==> config.mk <==
export PLATFORM = sky130hd
export DESIGN_NAME = vcd_change_record_formatter
export DESIGN_NICKNAME = d
export VERILOG_FILES = /design/src/design/vcdf_pkg.sv /design/src/design/vcd_change_record_formatter.sv
export SDC_FILE = /design/constraint.sdc
export NUM_CORES = 1
export LEC_CHECK = 0
export BUFFER_PORTS_ARGS = -buffer_cell sky130_fd_sc_hd__buf_4
export CORE_ASPECT_RATIO = 1.4
export CORE_MARGIN = 1.5
export CORE_UTILIZATION = 45
export CTS_BUF_LIST = sky130_fd_sc_hd__clkbuf_4 sky130_fd_sc_hd__clkbuf_8
export DETAILED_ROUTE_END_ITERATION = 6
export PLACE_DENSITY = 0.6
export SETUP_SLACK_MARGIN = 0.4
export SLEW_MARGIN = 10
export SYNTH_ARGS = -nofsm -noshare
export SYNTH_HDL_FRONTEND = slang
export SYNTH_SLANG_ARGS = --single-unit
==> constraint.sdc <==
create_clock -name clk_i -period 5.4 [get_ports clk_i]
set_input_delay 0.54 -clock clk_i [delete_from_list [all_inputs] [get_ports clk_i]]
set_output_delay 0.54 -clock clk_i [all_outputs]
set_load 0.02 [all_outputs]
==> src/design/vcdf_pkg.sv <==
// Shared constants, codes and character tables of the VCD change record formatter.
package vcdf_pkg;

  // Configuration port geometry: one 32-bit register at byte address 0.
  localparam int unsigned ADDR_W = 3;
  localparam int unsigned DATA_W = 32;
  localparam logic [ADDR_W-3:0] REG_ROLLOVER = 1'b0;
  localparam logic [15:0] ROLLOVER_RESET = 16'hFFFF;

  // Printable times stay at or below this limit, which fits in TIME_BITS bits.
  localparam logic [63:0] TIME_LIMIT = 64'd18000000000;
  localparam int unsigned TIME_BITS = 35;
  localparam int unsigned CONV_CNT_W = $clog2(TIME_BITS + 1);
  localparam int unsigned BIT_CNT_W = 4;

  localparam logic [7:0] CHAR_HASH = 8'h23;
  localparam logic [7:0] CHAR_MINUS = 8'h2D;
  localparam logic [7:0] CHAR_ZERO = 8'h30;
  localparam logic [7:0] CHAR_ONE = 8'h31;
  localparam logic [7:0] CHAR_CR = 8'h0D;
  localparam logic [7:0] CHAR_LF = 8'h0A;
  localparam logic [7:0] CHAR_B = 8'h62;
  localparam logic [7:0] CHAR_SPACE = 8'h20;
  localparam logic [7:0] CHAR_PERCENT = 8'h25;

  localparam logic [2:0] TAIL_LAST = 3'd5;

  // Trailer of every record: space, percent, CR, LF, CR, LF.
  function automatic logic [7:0] tail_char(input logic [2:0] idx);
    logic [7:0] ch;
    unique case (idx)
      3'd0:    ch = CHAR_SPACE;
      3'd1:    ch = CHAR_PERCENT;
      3'd2:    ch = CHAR_CR;
      3'd3:    ch = CHAR_LF;
      3'd4:    ch = CHAR_CR;
      default: ch = CHAR_LF;
    endcase
    return ch;
  endfunction

endpackage

==> src/design/vcd_change_record_formatter.sv <==
// Top level of the VCD change record formatter: time base, decimal conversion, text output.
// Processing: an accepted sample passes through the time calculation, the range check,
// the 35 steps of the shift-and-add-3 conversion unit, then the character output states;
// leading zero digits and leading zero value bits are dropped without any output.
// A time above the limit skips the conversion and prints "-1".
// A new sample is accepted only once the last character of the current record is loaded.
// Reset (rst_ni low, asynchronous) clears the time base, sets the rollover marker to 65535
// and empties the output register.
module vcd_change_record_formatter #(
  parameter int unsigned DECIMAL_DIGITS = 12,
  parameter int unsigned BASE_BITS = 36
) (
  input  logic                          clk_i,
  input  logic                          rst_ni,
  input  logic                          in_valid_i,
  output logic                          in_ready_o,
  input  logic [7:0]                    sample_value_i,
  input  logic [15:0]                   time_offset_i,
  input  logic                          end_of_dump_i,
  output logic                          out_valid_o,
  input  logic                          out_ready_i,
  output logic [7:0]                    char_out_o,
  output logic                          record_done_o,
  input  logic                          psel,
  input  logic                          penable,
  input  logic                          pwrite,
  input  logic [vcdf_pkg::ADDR_W-1:0]   paddr,
  input  logic [vcdf_pkg::DATA_W-1:0]   pwdata,
  output logic [vcdf_pkg::DATA_W-1:0]   prdata,
  output logic                          pready
);
  import vcdf_pkg::*;

  localparam int unsigned SUM_W = BASE_BITS + 1;
  localparam int unsigned BCD_W = 4 * DECIMAL_DIGITS;
  localparam int unsigned DIG_CNT_W = $clog2(DECIMAL_DIGITS + 1);
  localparam logic [SUM_W-1:0] LIMIT = SUM_W'(TIME_LIMIT);

  typedef enum logic [3:0] {
    S_IDLE, S_CALC, S_CHECK, S_CONV, S_HASH, S_MINUS, S_ONE,
    S_DIG, S_CR, S_LF, S_B, S_BIT, S_TAIL
  } state_e;

  state_e                 state_q, state_d;
  logic [BASE_BITS-1:0]   base_q, base_d;
  logic [15:0]            marker_q, marker_d;
  logic                   out_valid_q, out_valid_d;
  logic [7:0]             char_q, char_d;
  logic                   done_q, done_d;

  logic [7:0]             val_q, val_d;
  logic [15:0]            off_q, off_d;
  logic                   last_q, last_d;
  logic [SUM_W-1:0]       t_q, t_d;
  logic [TIME_BITS-1:0]   bin_q, bin_d;
  logic [BCD_W-1:0]       bcd_q, bcd_d;
  logic [CONV_CNT_W-1:0]  conv_cnt_q, conv_cnt_d;
  logic [DIG_CNT_W-1:0]   dig_left_q, dig_left_d;
  logic [BIT_CNT_W-1:0]   bit_left_q, bit_left_d;
  logic [2:0]             tail_idx_q, tail_idx_d;
  logic                   seen_q, seen_d;
  logic                   ovf_q, ovf_d;

  logic                   can_load;
  logic [SUM_W-1:0]       sum;
  logic [BASE_BITS-1:0]   sat_base;
  logic [BCD_W-1:0]       bcd_adj;
  logic [3:0]             top_digit;
  logic                   cfg_write;

  assign can_load  = !out_valid_q || out_ready_i;
  assign sum       = {1'b0, base_q} + SUM_W'(off_q);
  assign sat_base  = sum[BASE_BITS] ? '1 : sum[BASE_BITS-1:0];
  assign top_digit = bcd_q[BCD_W-1 -: 4];
  assign cfg_write = psel && penable && pwrite && (paddr[ADDR_W-1:2] == REG_ROLLOVER);

  // Shift-and-add-3 correction, applied to every BCD digit in parallel.
  always_comb begin
    for (int i = 0; i < DECIMAL_DIGITS; i++) begin
      bcd_adj[4*i +: 4] = (bcd_q[4*i +: 4] >= 4'd5) ? bcd_q[4*i +: 4] + 4'd3
                                                      : bcd_q[4*i +: 4];
    end
  end

  always_comb begin
    state_d     = state_q;
    base_d      = base_q;
    marker_d    = marker_q;
    out_valid_d = out_valid_q;
    char_d      = char_q;
    done_d      = done_q;
    val_d       = val_q;
    off_d       = off_q;
    last_d      = last_q;
    t_d         = t_q;
    bin_d       = bin_q;
    bcd_d       = bcd_q;
    conv_cnt_d  = conv_cnt_q;
    dig_left_d  = dig_left_q;
    bit_left_d  = bit_left_q;
    tail_idx_d  = tail_idx_q;
    seen_d      = seen_q;
    ovf_d       = ovf_q;

    if (out_valid_q && out_ready_i) begin
      out_valid_d = 1'b0;
    end
    if (cfg_write) begin
      marker_d = pwdata[15:0];
    end

    unique case (state_q)
      S_IDLE: begin
        if (in_valid_i) begin
          val_d   = sample_value_i;
          off_d   = time_offset_i;
          last_d  = end_of_dump_i;
          state_d = S_CALC;
        end
      end
      S_CALC: begin
        if (base_q == '0) begin
          base_d = BASE_BITS'(off_q);
          t_d    = SUM_W'(off_q);
        end else if (off_q == marker_q) begin
          base_d = sat_base;
          t_d    = {1'b0, sat_base};
        end else begin
          t_d = sum;
        end
        if (last_q) begin
          base_d = '0;
        end
        state_d = S_CHECK;
      end
      S_CHECK: begin
        ovf_d      = t_q > LIMIT;
        bin_d      = t_q[TIME_BITS-1:0];
        bcd_d      = '0;
        conv_cnt_d = CONV_CNT_W'(TIME_BITS);
        state_d    = (t_q > LIMIT) ? S_HASH : S_CONV;
      end
      S_CONV: begin
        {bcd_d, bin_d} = {bcd_adj, bin_q} << 1;
        conv_cnt_d     = conv_cnt_q - 1'b1;
        if (conv_cnt_q == CONV_CNT_W'(1)) begin
          state_d = S_HASH;
        end
      end
      S_HASH: begin
        if (can_load) begin
          out_valid_d = 1'b1;
          char_d      = CHAR_HASH;
          done_d      = 1'b0;
          dig_left_d  = DIG_CNT_W'(DECIMAL_DIGITS);
          seen_d      = 1'b0;
          state_d     = ovf_q ? S_MINUS : S_DIG;
        end
      end
      S_MINUS: begin
        if (can_load) begin
          out_valid_d = 1'b1;
          char_d      = CHAR_MINUS;
          done_d      = 1'b0;
          state_d     = S_ONE;
        end
      end
      S_ONE: begin
        if (can_load) begin
          out_valid_d = 1'b1;
          char_d      = CHAR_ONE;
          done_d      = 1'b0;
          state_d     = S_CR;
        end
      end
      S_DIG: begin
        // Leading zero digits are dropped, but the last digit always prints.
        if (!seen_q && (top_digit == 4'd0) && (dig_left_q != DIG_CNT_W'(1))) begin
          bcd_d      = bcd_q << 4;
          dig_left_d = dig_left_q - 1'b1;
        end else if (can_load) begin
          out_valid_d = 1'b1;
          char_d      = CHAR_ZERO + 8'(top_digit);
          done_d      = 1'b0;
          seen_d      = 1'b1;
          bcd_d       = bcd_q << 4;
          dig_left_d  = dig_left_q - 1'b1;
          if (dig_left_q == DIG_CNT_W'(1)) begin
            state_d = S_CR;
          end
        end
      end
      S_CR: begin
        if (can_load) begin
          out_valid_d = 1'b1;
          char_d      = CHAR_CR;
          done_d      = 1'b0;
          state_d     = S_LF;
        end
      end
      S_LF: begin
        if (can_load) begin
          out_valid_d = 1'b1;
          char_d      = CHAR_LF;
          done_d      = 1'b0;
          state_d     = S_B;
        end
      end
      S_B: begin
        if (can_load) begin
          out_valid_d = 1'b1;
          char_d      = CHAR_B;
          done_d      = 1'b0;
          bit_left_d  = BIT_CNT_W'(8);
          seen_d      = 1'b0;
          state_d     = S_BIT;
        end
      end
      S_BIT: begin
        if (!seen_q && !val_q[7] && (bit_left_q != BIT_CNT_W'(1))) begin
          val_d      = val_q << 1;
          bit_left_d = bit_left_q - 1'b1;
        end else if (can_load) begin
          out_valid_d = 1'b1;
          char_d      = val_q[7] ? CHAR_ONE : CHAR_ZERO;
          done_d      = 1'b0;
          seen_d      = 1'b1;
          val_d       = val_q << 1;
          bit_left_d  = bit_left_q - 1'b1;
          if (bit_left_q == BIT_CNT_W'(1)) begin
            tail_idx_d = 3'd0;
            state_d    = S_TAIL;
          end
        end
      end
      S_TAIL: begin
        if (can_load) begin
          out_valid_d = 1'b1;
          char_d      = tail_char(tail_idx_q);
          done_d      = (tail_idx_q == TAIL_LAST);
          tail_idx_d  = tail_idx_q + 3'd1;
          if (tail_idx_q == TAIL_LAST) begin
            state_d = S_IDLE;
          end
        end
      end
      default: state_d = S_IDLE;
    endcase
  end

  always_ff @(posedge clk_i or negedge rst_ni) begin
    if (!rst_ni) begin
      state_q     <= S_IDLE;
      base_q      <= '0;
      marker_q    <= ROLLOVER_RESET;
      out_valid_q <= 1'b0;
      char_q      <= '0;
      done_q      <= 1'b0;
    end else begin
      state_q     <= state_d;
      base_q      <= base_d;
      marker_q    <= marker_d;
      out_valid_q <= out_valid_d;
      char_q      <= char_d;
      done_q      <= done_d;
    end
  end

  always_ff @(posedge clk_i) begin
    val_q      <= val_d;
    off_q      <= off_d;
    last_q     <= last_d;
    t_q        <= t_d;
    bin_q      <= bin_d;
    bcd_q      <= bcd_d;
    conv_cnt_q <= conv_cnt_d;
    dig_left_q <= dig_left_d;
    bit_left_q <= bit_left_d;
    tail_idx_q <= tail_idx_d;
    seen_q     <= seen_d;
    ovf_q      <= ovf_d;
  end

  assign in_ready_o    = (state_q == S_IDLE);
  assign out_valid_o   = out_valid_q;
  assign char_out_o    = char_q;
  assign record_done_o = done_q;
  assign pready        = 1'b1;
  assign prdata        = (paddr[ADDR_W-1:2] == REG_ROLLOVER) ? DATA_W'(marker_q) : '0;

endmodule

## After elaboration in Yosys (flattened, before gate mapping)

Index checks and enable logic that the tools add are counted.

| operators by class | value |
|---|---|
| equal/unequal tests | 41 |
| magnitude comparators | 13 |
| reductions and logical operators | 42 |
| add/subtract/negate cells | 18 |
| bitwise logic cells | 1 |
| mux-type cells | 88 |

Operators with widths:

| kind | count |
|---|---|
| $mux 36 | 5 |
| $pmux 48 s3 | 1 |
| $mux 4 | 32 |
| $mux 8 | 14 |
| $mux 48 | 2 |
| $pmux 8 s9 | 1 |
| $pmux 35 s2 | 1 |
| $pmux 4 s13 | 1 |
| $ge 4x3->1 const B | 12 |
| $add 4x2->4 const B | 11 |
| $add 36x16->37 | 1 |
| $gt 37x35->1 const B | 1 |
| $logic_not 36->1 | 1 |
| $mux 16 | 2 |
| $ne 2x2->1 const B | 16 |
| $eq 4x4->1 const B | 5 |
| $mux 3 | 6 |
| $pmux 6 s3 | 1 |
| $eq 16x16->1 | 1 |
| $eq 4x3->1 const B | 4 |
| $pmux 4 s2 | 2 |
| $pmux 8 s2 | 1 |
| $reduce_and 16->1 | 1 |
| $mux 1 | 13 |
| 37 further kinds | 68 |

| storage, ports and cells | value |
|---|---|
| logic and storage cells | 223 |
| flip-flop bits (word level) | 230 |
| output and inout bits | 44 |
| input bits | 67 |

## Longest topological paths before layout

| depth | value |
|---|---|
| word-level depth | 5 |
| mapped depth | 11 |
| depth with buffers taken out | 9 |

## Worst setup path before layout

No wires, ideal clock.

| timing path | value |
|---|---|
| path kind | reg-to-reg |
| start | register state_q[1] |
| end | register bcd_q[0], enable pin |
| required time | 5.016 ns |
| arrival time | 3.604 ns |
| cell stages (with the launch flop) | 6 |
| path slack | 1.412 ns |
| period minus slack after synthesis | 3.988 ns |
| path buffers | 2 |
| library setup time | 0.384 ns |
| cells stage by stage | dfrtp_1 clkbuf_1 clkbuf_1 nand2_1 nor2_1 or2_2 |

| between the ends | value |
|---|---|
| longest elaborated chain between the ends | 3 |
| elaborated cells between the ends (all ways) | 6 |
| classes of those cells | 4 x eq/ne; 2 x reduce/logical |

RTL lines:

| element | RTL line | source |
|---|---|---|
| start: declaration | vcd_change_record_formatter.sv:44 | `state_e state_q, state_d;` |
| start signal: assignment | vcd_change_record_formatter.sv:260 | `state_q <= state_d;` |
| $eq 4x3->1 / $eq 4x2->1 (equally long branches) | vcd_change_record_formatter.sv:112 | `unique case (state_q)` |
| $ne 3x3->1 (no source line) / $reduce_bool 3->1 (equally long branches) | -- |  |
| $reduce_and 2->1 (no source line) * | -- |  |
| end signal: assignment | vcd_change_record_formatter.sv:275 | `bcd_q <= bcd_d;` |
| end: declaration | vcd_change_record_formatter.sv:56 | `logic [BCD_W-1:0] bcd_q, bcd_d;` |

Every way passes the cells marked *; elsewhere a longest branch is shown, timed or not.
A chain may end at the register's enable or synchronous reset.

## Worst setup path in the final report

| timing path | value |
|---|---|
| start | register off_q[0] |
| end | register base_q[8] |

| between the ends | value |
|---|---|
| longest elaborated chain between the ends | 5 |
| elaborated cells between the ends (all ways) | 8 |
| classes of those cells | 1 x add/sub; 1 x eq/ne; 4 x mux; 2 x reduce/logical |

RTL lines:

| element | RTL line | source |
|---|---|---|
| start: declaration | vcd_change_record_formatter.sv:52 | `logic [15:0] off_q, off_d;` |
| start signal: assignment | vcd_change_record_formatter.sv:271 | `off_q <= off_d;` |
| $add 36x16->37 | vcd_change_record_formatter.sv:72 | `assign sum = {1'b0, base_q} + SUM_W'(off_q);` |
| $mux 36 | vcd_change_record_formatter.sv:73 | `assign sat_base = sum[BASE_BITS] ? '1 : sum[BASE_BITS-1:0];` |
| $mux 36 | vcd_change_record_formatter.sv:125 | `end else if (off_q == marker_q) begin` |
| $mux 36 | vcd_change_record_formatter.sv:122 | `if (base_q == '0) begin` |
| $mux 36 | vcd_change_record_formatter.sv:131 | `if (last_q) begin` |
| end signal: assignment | vcd_change_record_formatter.sv:261 | `base_q <= base_d;` |
| end: declaration | vcd_change_record_formatter.sv:45 | `logic [BASE_BITS-1:0] base_q, base_d;` |

Parallel ways exist; a longest one is shown, timed or not. The select of a mux whose other input is x is not followed.

==> flow_summary.json <==
{
  "p_int_w": 0.004593,
  "numCtsBuffers": 40,
  "post_drt_wl_per_cell_um": 16.84,
  "worstRegToRegCells": 10,
  "postCtsSetupBuffers": 0,
  "rrSetupSlack_ps": 1730,
  "clk_latency_ps": 560,
  "antennaDiodeCount": 0,
  "gp_congestion": 0.8688,
  "avgSynthCellArea_um2": 9.867,
  "yosys-top-cells-area": "edfxtp_1, dfrtp_1, nand2_1",
  "cts.sinks": 229,
  "final_layout_size_suffix_gt1_frac": 0.1461,
  "clk_pin_slew_ps": 60,
  "yosys_warnings": 0,
  "final.fill_count": 2670,
  "startpoint_type": "flip-flop",
  "required_ps": 5840,
  "pwr-share-clk": 0.212,
  "synth_cells": 1327,
  "pin_count": 111,
  "cts_max_level": 2,
  "grt_max_degree": 92,
  "antenna_found_initial": 0,
  "hold_path_class": "input port to async pin",
  "post-route-period-util": 0.6800,
  "reg2reg_from": "off_q[0]",
  "first_iter_violations": 622,
  "layout_commonest_cell": "nand2_1",
  "yosysSeqAreaShare": 0.5019,
  "relSlewSlack": 0.3009,
  "rows": 73,
  "cpPeakStageDelay_ps": 560,
  "switchingPower_w": 0.002912,
  "die_h_um": 204.8,
  "place_area_um2": 13920,
  "powerDensity_nw_per_um2": 510.0,
  "period_needed_ps": 3672,
  "status": "finished, final reports clean",
  "ys.flop_type": "edfxtp_1",
  "die_w_um": 147.2,
  "netSwitchingFraction": 0.3880,
  "syn2layout_area_growth_pct": 12.38,
  "drc_errors": 0,
  "critPathSlowestCell": "nand2b_1",
  "cp.arrival_ps": 4110,
  "seqPwrFrac": 0.411,
  "grtUsageTotal": 0.2024,
  "p_leak_nw": 5.863,
  "grt_setup_unrepaired": "false",
  "antenna_left": 0,
  "ctsHoldBuffers": 0,
  "r2r_end": "base_q[8]",
  "maxSlewViolCount": 0,
  "fmax_mhz": 272.3,
  "crit_buf_inv": 1,
  "numPortBuffers": 74,
  "die_area_um2": 30140,
  "cts_resized": 0,
  "clockBufferDepth": 3,
  "routed-via-count": 9925,
  "synthArstFlopShare": 0.2838,
  "clock_skew_ps": 30.91,
  "synth_area_leader_cell": "edfxtp_1",
  "pwr-share-comb": 0.377,
  "drv_cap": 0,
  "clock-root-buffer": "clkbuf_8",
  "path_cells": "ha_1, fa_1, a21o_1, a221oi_1, a211o_1, nand2_1, nand2b_1, buf_4, a21oi_1, nand2b_1",
  "worstSetupEndpointType": "flip-flop",
  "tightest_slew_ps": 1049,
  "layout.nets": 1511,
  "cts_tree": "yes",
  "setup_tns_ps": 0,
  "synth_top_area_share": 0.3761,
  "yosysUniqueCellTypes": 75,
  "grt_overflow_total": 0,
  "path_delay_family": "compound AO/OA/AOI/OAI gates",
  "crit_type": "flip-flop to flip-flop",
  "mostFrequentLayoutCells": "nand2_1, edfxtp_1, buf_4, nor2_1, a21oi_1",
  "cpMostUsedCell": "nand2b_1",
  "dp_hpwl_um": 20880,
  "grt_pass1_vias": 9705,
  "syn_area_um2": 13090,
  "design.core.area_um2": 28500,
  "crit_path_max_fanout": 16,
  "fin_area_um2": 14720,
  "start_util": 0.4595,
  "dr.pass1.iters": 5,
  "hold_viol": 0,
  "grt_pass1_wl_um": 49340,
  "postRouteWirelength_um": 30300,
  "vias_per_cell": 5.517,
  "setup_viol": 0,
  "synth_seq_cells": 229,
  "synth_edf_count": 164,
  "peakVddDrop_uv": 294.8
}
-- registers in the layout, indices dropped and copies added (netlist names), 3 cells and up --
name	flops
off_q	16
conv_cnt_q	6
char_out_o	7
dig_left_q	4
bin_q	35
tail_idx_q	3
marker_q	16
t_q	37
val_q	8
base_q	36
state_q	4
bcd_q	48
bit_left_q	4
-- worst register-to-register path, delay by kind of cell, from the launching register on --
kind / cells / cell delay [ps]
fa+ha+maj: 2 / 650
compound gates: 4 / 1150
flops: 1 / 470
simple gates: 3 / 970
buf+inv: 1 / 320
-- cell usage after synthesis (all sizes together), types with 16 or more instances --
cell type and count:
a21o 16, a21oi 89, a22oi 24, a31oi 21, buf 39, clkbuf 44
dfrtp 49, dfstp 16, edfxtp 164, ha 51, inv 44, mux2 17
nand2 218, nand2b 28, nand3 24, nor2 91, nor2b 28, nor3 19
nor3b 19, nor4 19, o21ai 86, xnor2 50, xor2 22
-- how the worst max path moves through the flow --
stage,startpoint,end,slack [ps],depth (start not counted)
5_1_grt,state_q[3],base_q[29],1470,8
4_1_cts,off_q[0],base_q[8],1720,10
6_report,off_q[0],base_q[8],1730,10
3_3_place_gp,off_q[0],base_q[4],1750,10
3_5_place_dp,off_q[0],base_q[8],1740,10
2_1_floorplan,state_q[1],bcd_q[0],1410,5
-- cells by family (layout without fill, tap and decap cells) --
group / after synthesis / count (layout) / synth area share
fa+ha+maj: 52 / 52 / 0.05026
compound gates: 321 / 321 / 0.1552
flops: 229 / 229 / 0.5019
buf+inv: 127 / 208 / 0.04367
simple gates: 506 / 506 / 0.1849
other cells: 2 / 18 / 0.0005736
xor+xnor: 72 / 72 / 0.04816
mux: 18 / 18 / 0.01538
-- cell type report --
| type | instances | area (um2) | share of cell area |
|---|---|---|---|
| clock buffers | 55 | 675.6 | 0.04591 |
| clock inverters | 19 | 117.6 | 0.007993 |
| inverters | 44 | 165.2 | 0.01122 |
| multi-input cells | 987 | 6041 | 0.4105 |
| flip-flops and latches | 229 | 6571 | 0.4466 |
| well taps | 375 | 469.2 | 0.03188 |
| repair buffers | 90 | 675.6 | 0.04591 |
-- metal layers --
layer | track usage | vias up | share of wire
met4 | 0.09464 | 0 | 0.042
met3 | 0.03296 | 85 | 0.042
li1 | - | 4889 | -
met2 | 0.3613 | 218 | 0.51
met1 | 0.2366 | 4733 | 0.40
met5 | 0 | - | 0
-- per-stage QoR --
step / total power, W / worst slack, ps / cells / hold WS (ps) / utilization
global placement: 0.005906 / 1752 / 1725 / 494.6 / 0.4885
finish: 0.007505 / 1728 / 1799 / 120.5 / 0.5164
global route: 0.008055 / 1468 / 1799 / 128.3 / 0.5164
detailed placement: 0.005950 / 1742 / 1725 / 492.1 / 0.4885
floorplan: 0.005151 / 1412 / 1343 / 244.4 / -
CTS: 0.007568 / 1718 / 1799 / 125.7 / 0.5164
-- power by group through the flow --
stage                     clock network (W)  registers (W)  logic [W]
after floorplan                           0        0.00297    0.00218
after global placement                    0        0.00310    0.00281
after detailed placement                  0        0.00311    0.00284
after CTS                           0.00164        0.00308    0.00285
after global routing                0.00171        0.00316    0.00318
final                               0.00159        0.00308    0.00283
Power figures use the tool's default switching activity.
